### src/sv/idr_pkg.sv
// Types and constants shared by the index_dedup_remap block.
`default_nettype none

package idr_pkg;

    // Result classification
    typedef enum logic [1:0] {
        KIND_NEW    = 2'd0,
        KIND_REPEAT = 2'd1,
        KIND_SKIP   = 2'd2,
        KIND_FULL   = 2'd3
    } idr_kind_t;

    // Input transaction
    typedef struct packed {
        logic [31:0] raw_index;
        logic        last_in;
    } idr_request_t;

    // Result transaction
    typedef struct packed {
        idr_kind_t   kind;
        logic [7:0]  out_index;
        logic [31:0] source_vertex;
        logic        last_out;
    } idr_response_t;

    // Classified item passed from the front end to the lookup engine
    typedef struct packed {
        logic [31:0] source_vertex;
        logic        last;
        logic        restart;
    } idr_entry_t;

    // Lookup engine states
    typedef enum logic [1:0] {
        BK_IDLE,
        BK_CHECK,
        BK_SEARCH,
        BK_RESPOND
    } idr_back_state_t;

    localparam logic [31:0] RESTART_VERTEX = 32'hFFFF_FFFF;
    localparam int          QUEUE_DEPTH    = 2;

endpackage

`default_nettype wire

### src/sv/idr_fifo.sv
// Short queue between the front end and the lookup engine.
`default_nettype none

module idr_fifo
    import idr_pkg::*;
(
    input  wire logic       clk,
    input  wire logic       rst_n,
    input  wire logic       push,
    input  wire idr_entry_t push_entry,
    input  wire logic       pop,
    output idr_entry_t      pop_entry,
    output logic            empty,
    output logic            full
);

    localparam int PW = (QUEUE_DEPTH > 1) ? $clog2(QUEUE_DEPTH) : 1;
    localparam int CW = $clog2(QUEUE_DEPTH + 1);

    idr_entry_t    slot_reg [QUEUE_DEPTH];
    logic [PW-1:0] wr_ptr_reg;
    logic [PW-1:0] rd_ptr_reg;
    logic [CW-1:0] fill_reg;
    logic          do_push;
    logic          do_pop;

    assign empty     = (fill_reg == '0);
    assign full      = (fill_reg == CW'(QUEUE_DEPTH));
    assign do_push   = push && !full;
    assign do_pop    = pop && !empty;
    assign pop_entry = slot_reg[rd_ptr_reg];

    // Store pushed entries
    always_ff @(posedge clk)
    begin
        if (do_push)
        begin
            slot_reg[wr_ptr_reg] <= push_entry;
        end
    end

    // Advance pointers and track fill level
    always_ff @(posedge clk or negedge rst_n)
    begin
        if (!rst_n)
        begin
            wr_ptr_reg <= '0;
            rd_ptr_reg <= '0;
            fill_reg   <= '0;
        end
        else
        begin
            if (do_push)
            begin
                wr_ptr_reg <= (wr_ptr_reg == PW'(QUEUE_DEPTH - 1)) ? '0 : wr_ptr_reg + 1'b1;
            end
            if (do_pop)
            begin
                rd_ptr_reg <= (rd_ptr_reg == PW'(QUEUE_DEPTH - 1)) ? '0 : rd_ptr_reg + 1'b1;
            end
            if (do_push && !do_pop)
            begin
                fill_reg <= fill_reg + 1'b1;
            end
            else if (do_pop && !do_push)
            begin
                fill_reg <= fill_reg - 1'b1;
            end
        end
    end

endmodule

`default_nettype wire

### config.mk
export PLATFORM = sky130hd
export DESIGN_NAME = idr_fifo
export DESIGN_NICKNAME = d
export VERILOG_FILES = /design/src/sv/idr_pkg.sv /design/src/sv/idr_fifo.sv
export SDC_FILE = /design/constraint.sdc
export NUM_CORES = 1
export LEC_CHECK = 0
export ABC_AREA = 1
export ABC_CLOCK_PERIOD_IN_PS = 2500
export BUFFER_PORTS_ARGS = -buffer_cell sky130_fd_sc_hd__buf_4
export CAP_MARGIN = 10
export CORE_ASPECT_RATIO = 1.5
export CORE_MARGIN = 5
export CORE_UTILIZATION = 45
export CTS_BUF_LIST = sky130_fd_sc_hd__clkbuf_2 sky130_fd_sc_hd__clkbuf_4 sky130_fd_sc_hd__clkbuf_8
export DETAILED_ROUTE_END_ITERATION = 8
export PLACE_DENSITY = 0.76
export SLEW_MARGIN = 20
export SYNTH_ARGS = -nofsm -noshare
export SYNTH_HDL_FRONTEND = slang
export SYNTH_SLANG_ARGS = --single-unit
### constraint.sdc
create_clock -name clk -period 2.5 [get_ports clk]
set_clock_uncertainty 0.15 [all_clocks]
set_input_delay 0 -clock clk [delete_from_list [all_inputs] [get_ports clk]]
set_output_delay 0 -clock clk [all_outputs]
set_load 0.05 [all_outputs]
After elaboration in Yosys (flattened, before gate mapping)
Memory sizes are Yosys's and may differ from the RTL's.
Cells that the tools add are included.
- flip-flop bits (word level): 4
- bits in read-only memories: 0
- input bits: 38
- memories: 1
- memory bits (writable): 68
- latch bits: 0
- logic and storage cells: 25
- memory list (name ; words ; width ; read ports ; clocked after memory_dff ; wr ports ; RTL line ; source):
    slot_reg ; 2 ; 34 ; 1 ; 0 ; 1 ; idr_fifo.sv:20 ; idr_entry_t slot_reg [QUEUE_DEPTH];
- shift-type cells: 0
- multiply operators: 0
- eq/ne operators: 1
- order comparisons: 0
- divide/modulo/power cells: 0
- add/subtract/negate cells: 4
- bitwise gates (word level): 0
- multiplexer cells: 6
- reduce and logical (&&, ||, !) cells: 10
- operator list (operator ; count):
    $logic_and A1 B1 Y1 ; 4
    $logic_not A1 Y1 ; 4
    $mux W1 ; 4
    $mux W2 ; 2
    $add A1 B1 Y1 const B ; 2
    $add A2 B1 Y2 const B ; 1
    $eq A2 B2 Y1 const B ; 1
    $logic_not A2 Y1 ; 1
    $reduce_bool A2 Y1 ; 1
    $sub A2 B1 Y2 const B ; 1

Longest topological paths before layout
- depth in word-level cells: 7
- depth in mapped cells: 9

Worst setup path after synthesis
Ideal clock, no wire load.
- path kind: reg2reg
- start point: reg fill_reg[0]
- end point: mem slot_reg[1][0] (netlist name), enable pin
- period minus slack after synthesis: 2.565 ns
- data required time: 1.925 ns
- arrival: 1.990 ns
- setup slack: -0.065 ns
- stages on the path, launching flop included: 3
- cell sequence: dfrtp_1 o21ai_1 nor2_1
- word-level cells in the longest chain between the ends: 5
- RTL lines (what ; RTL line ; source):
    start, declared ; idr_fifo.sv:23 ; logic [CW-1:0] fill_reg;
    start signal, assigned ; idr_fifo.sv:63 ; fill_reg <= fill_reg + 1'b1;
    start signal, assigned ; idr_fifo.sv:67 ; fill_reg <= fill_reg - 1'b1;
    $eq A2 B2 Y1 ; idr_fifo.sv:28 ; assign full = (fill_reg == CW'(QUEUE_DEPTH));
    $logic_not A1 Y1 ; idr_fifo.sv:29 ; assign do_push = push && !full;
    $logic_and A1 B1 Y1 ; idr_fifo.sv:29 ;
    $mux W1 ; idr_fifo.sv:36 ; if (do_push)
    $mux W1 (implied by the code) ; idr_fifo.sv:38 ; slot_reg[wr_ptr_reg] <= push_entry;
    end, declared ; idr_fifo.sv:20 ;
No other way between the ends.

==> summary.txt <==
Routing
  • Vias: 1846
  • Antenna-violating nets left: 0
  • Vias per std cell: 4.56
  • DRT Pass-1 Iters: 4
  • First DRT Iteration DRCs: 73
  • DRC viols: 0
  • Drt total wl: 5470 um
  • Drt wl/cell: 13.5 um

Die
  • Die area: 7710 um2
  • Die H: 105 um
  • Die extent in x: 73.4 um
  • Initial Utilization: 46.5%
  • Rows: 34
  • I/O pin count: 74
  • Core Box Area: 5830 um2

Timing
  • Max Fclk: 543 MHz
  • Worst-margin pin slew: 0.467 ns
  • Final Cycle Share: 73.7%
  • Setup ws final: 0.658 ns
  • Max-slew headroom: 68.9%
  • TNS Setup: 0 ns
  • RSZ-0062 raised after global routing: no
  • Count of final hold-check violations: 0
  • Final setup vio count: 0
  • Max-slew violations: 0
  • Tmin final: 1.84 ns

Worst setup path
  • Worst EP required: 2.35 ns
  • Startpoint type of the worst setup path: register
  • WS Path Type: reg2out
  • CP endpoint kind: output port
  • Crit path DAT: 1.69 ns
  • R2r worst-path depth: 3
  • Worst Path Max Fanout: 24

Clocking
  • Clock sinks: 72
  • TritonCTS clock tree: built
  • Worst-skew pair later-pin latency: 0.33 ns
  • Total CTS buffers: 9
  • CTS Root Cell: clkbuf_8
  • H-tree Lvls: 3
  • Clock tree buffer depth: 2
  • Clock slew at reported path FFs: 0.07 ns

Synthesis
  • Seq/Total Area, Yosys: 79.0%
  • #FFs+latches synth: 72
  • Synth Cell Area: 2710 um2
  • Yosys synthesis warning count: 0
  • Area leader, netlist: edfxtp_1
  • Top post-synthesis cells by area: edfxtp_1 75%, nand2_1 15%, dfrtp_1 3.7%
  • Netlist cell types: 17
  • Mean Syn Cell Area: 13.0 um2
  • Net count after synthesis: 248
  • Syn Inst Count: 209
  • Synth top area share: 75.3%

Power
  • Power Internal: 2.70 mW
  • Switching fraction of total power: 45.5%
  • PwrDens: 1270 nW/um2
  • Combinational group share of total power: 49.4%
  • Worst vdd ir: 773 uV
  • Sw Pwr: 2.25 mW
  • Clock power share: 14.9%
  • Total leakage power: 1.69 nW
  • Sequential power share: 35.6%

Hold path
  • Hold Path Class: in2reg
  • Hold Crit Depth: 2

Global route
  • Largest net degree at the start of global routing: 36
  • GR Overflow Total: 0
  • Initial antenna violation count: 0
  • First-pass GRT wire length: 8570 um
  • Vias in the first global route: 1825
  • GRT Resource Usage Total: 15.2%

Layout
  • Fill count: 408
  • Seq. cell area: 2140 um2
  • P&R area growth vs syn: 43.7%
  • # nets final: 367
  • Layout cells sized above 1: 28.5%
  • Multi-input logic area: 499 um2
  • Max reg flops: 68
  • # diodes: 0

Job
  • Max cap viols: 0

Placed design
  • # port buffers: 73
  • Setup WS pre-CTS: 0.864 ns
  • Detailed Place HPWL: 3600 um
  • GP Congestion: 0.695

Status
  • Run status: completed
[through the flow]
stage	power, mW	util, %	hold slack [ns]	cells	area (um2)
3_5_place_dp	4.21	57.6	-0.347	351	3350
5_1_grt	5.21	66.9	0.232	405	3900
3_3_place_gp	4.17	57.6	-0.348	351	3350
6_report	4.95	66.9	0.250	405	3900
4_1_cts	5.00	66.9	0.225	405	3900
2_1_floorplan	3.48	-	-0.446	209	2710
[critical path: stages, from the launching register on]
cell and delay [ns]:
dfrtp_1 0.63, buf_4 0.36, nand2_1 0.10, nand2_1 0.08
buf_4 0.19
[cells by family after synthesis]
logic type	share of synthesized area, %
AOI/OAI and AO/OA	0.369
xor gates and xnor gates	0.323
adders and majority gates	0.461
buffers and inverters	2.86
DFF	79.0
and+or+nand+nor	17.0
[per-layer routing]
metal | global-route usage (%) | vias to the layer above | part of all wire [%] | wire length [um]
li1 | - | 932 | - | -
met5 | 0 | - | 0 | 0
met2 | 28.6 | 45 | 59 | 3240
met1 | 14.8 | 861 | 34 | 1860
met4 | 7.77 | 0 | 2.2 | 119
met3 | 3.46 | 8 | 4.5 | 248
[power by group through the flow]
stage	Combinational (mW)	Clock (mW)	Sequential, mW
after CTS	2.47	0.766	1.76
after global placement	2.40	0	1.77
after floorplan	1.74	0	1.74
final	2.45	0.738	1.76
after global routing	2.60	0.823	1.79
after detailed placement	2.42	0	1.79
[path summary, 6_finish.rpt]
path | startpoint | endpoint | slack [ns]
setup / recovery | rd_ptr_reg$_DFFE_PN0P_ | pop_entry[26] | 0.66
hold / removal | push_entry[33] | slot_reg[1][33]$_DFFE_PP_ | 0.25
setup reg to reg | fill_reg[0]$_DFFE_PN0P_ | slot_reg[1][5]$_DFFE_PP_ | 0.86
hold reg to reg | wr_ptr_reg$_DFFE_PN0P_ | wr_ptr_reg$_DFFE_PN0P_ | 0.35
max in group asynchronous | rst_n | wr_ptr_reg$_DFFE_PN0P_ | 1.59
min in group asynchronous | rst_n | fill_reg[1]$_DFFE_PN0P_ | 0.42
[cell usage in the layout (no fill, tap or decap)]
| master | instances |
|---|---|
| nand4_1 | 1 |
| clkbuf_8 | 9 |
| nand3_1 | 1 |
| clkinv_1 | 3 |
| nand2_1 | 111 |
| nor2_2 | 1 |
| dlygate4sd3_1 | 38 |
| inv_1 | 6 |
| o21ai_1 | 2 |
| xnor2_1 | 1 |
| dfrtp_1 | 4 |
| nand3b_1 | 1 |
| nor2_1 | 1 |
| ha_1 | 1 |
| edfxtp_1 | 68 |
| clkbuf_4 | 2 |
| clkinvlp_4 | 1 |
| buf_12 | 1 |
| nor2_4 | 2 |
| inv_2 | 1 |
| inv_4 | 1 |
| clkinv_2 | 1 |
| buf_4 | 76 |
[cell usage after synthesis]
master,number
nor2_1,2
nor2_2,1
nand2_1,111
nand3_1,1
buf_2,3
inv_2,1
nand4_1,1
inv_4,1
o21ai_1,2
nor2_4,1
buf_4,4
edfxtp_1,68
dfrtp_1,4
nand3b_1,1
ha_1,1
xnor2_1,1
inv_1,6
[repair_timing]
item                                   CTS  global route
hold buffers                            38             0
endpoints found under the hold margin   74             0
setup buffers                            0             0
resized for setup                        0             0
[area by class of cell]
| class | count | area share (%) |
|---|---|---|
| Clock buffer | 11 | 3.56 |
| Clock inverter | 5 | 0.610 |
| Inverter | 8 | 0.835 |
| Multi-Input combinational cell | 122 | 12.8 |
| Sequential cell | 72 | 55.0 |
| Tap cell | 72 | 2.31 |
| Timing Repair Buffer | 115 | 24.9 |
Power figures use the tool's default switching activity.
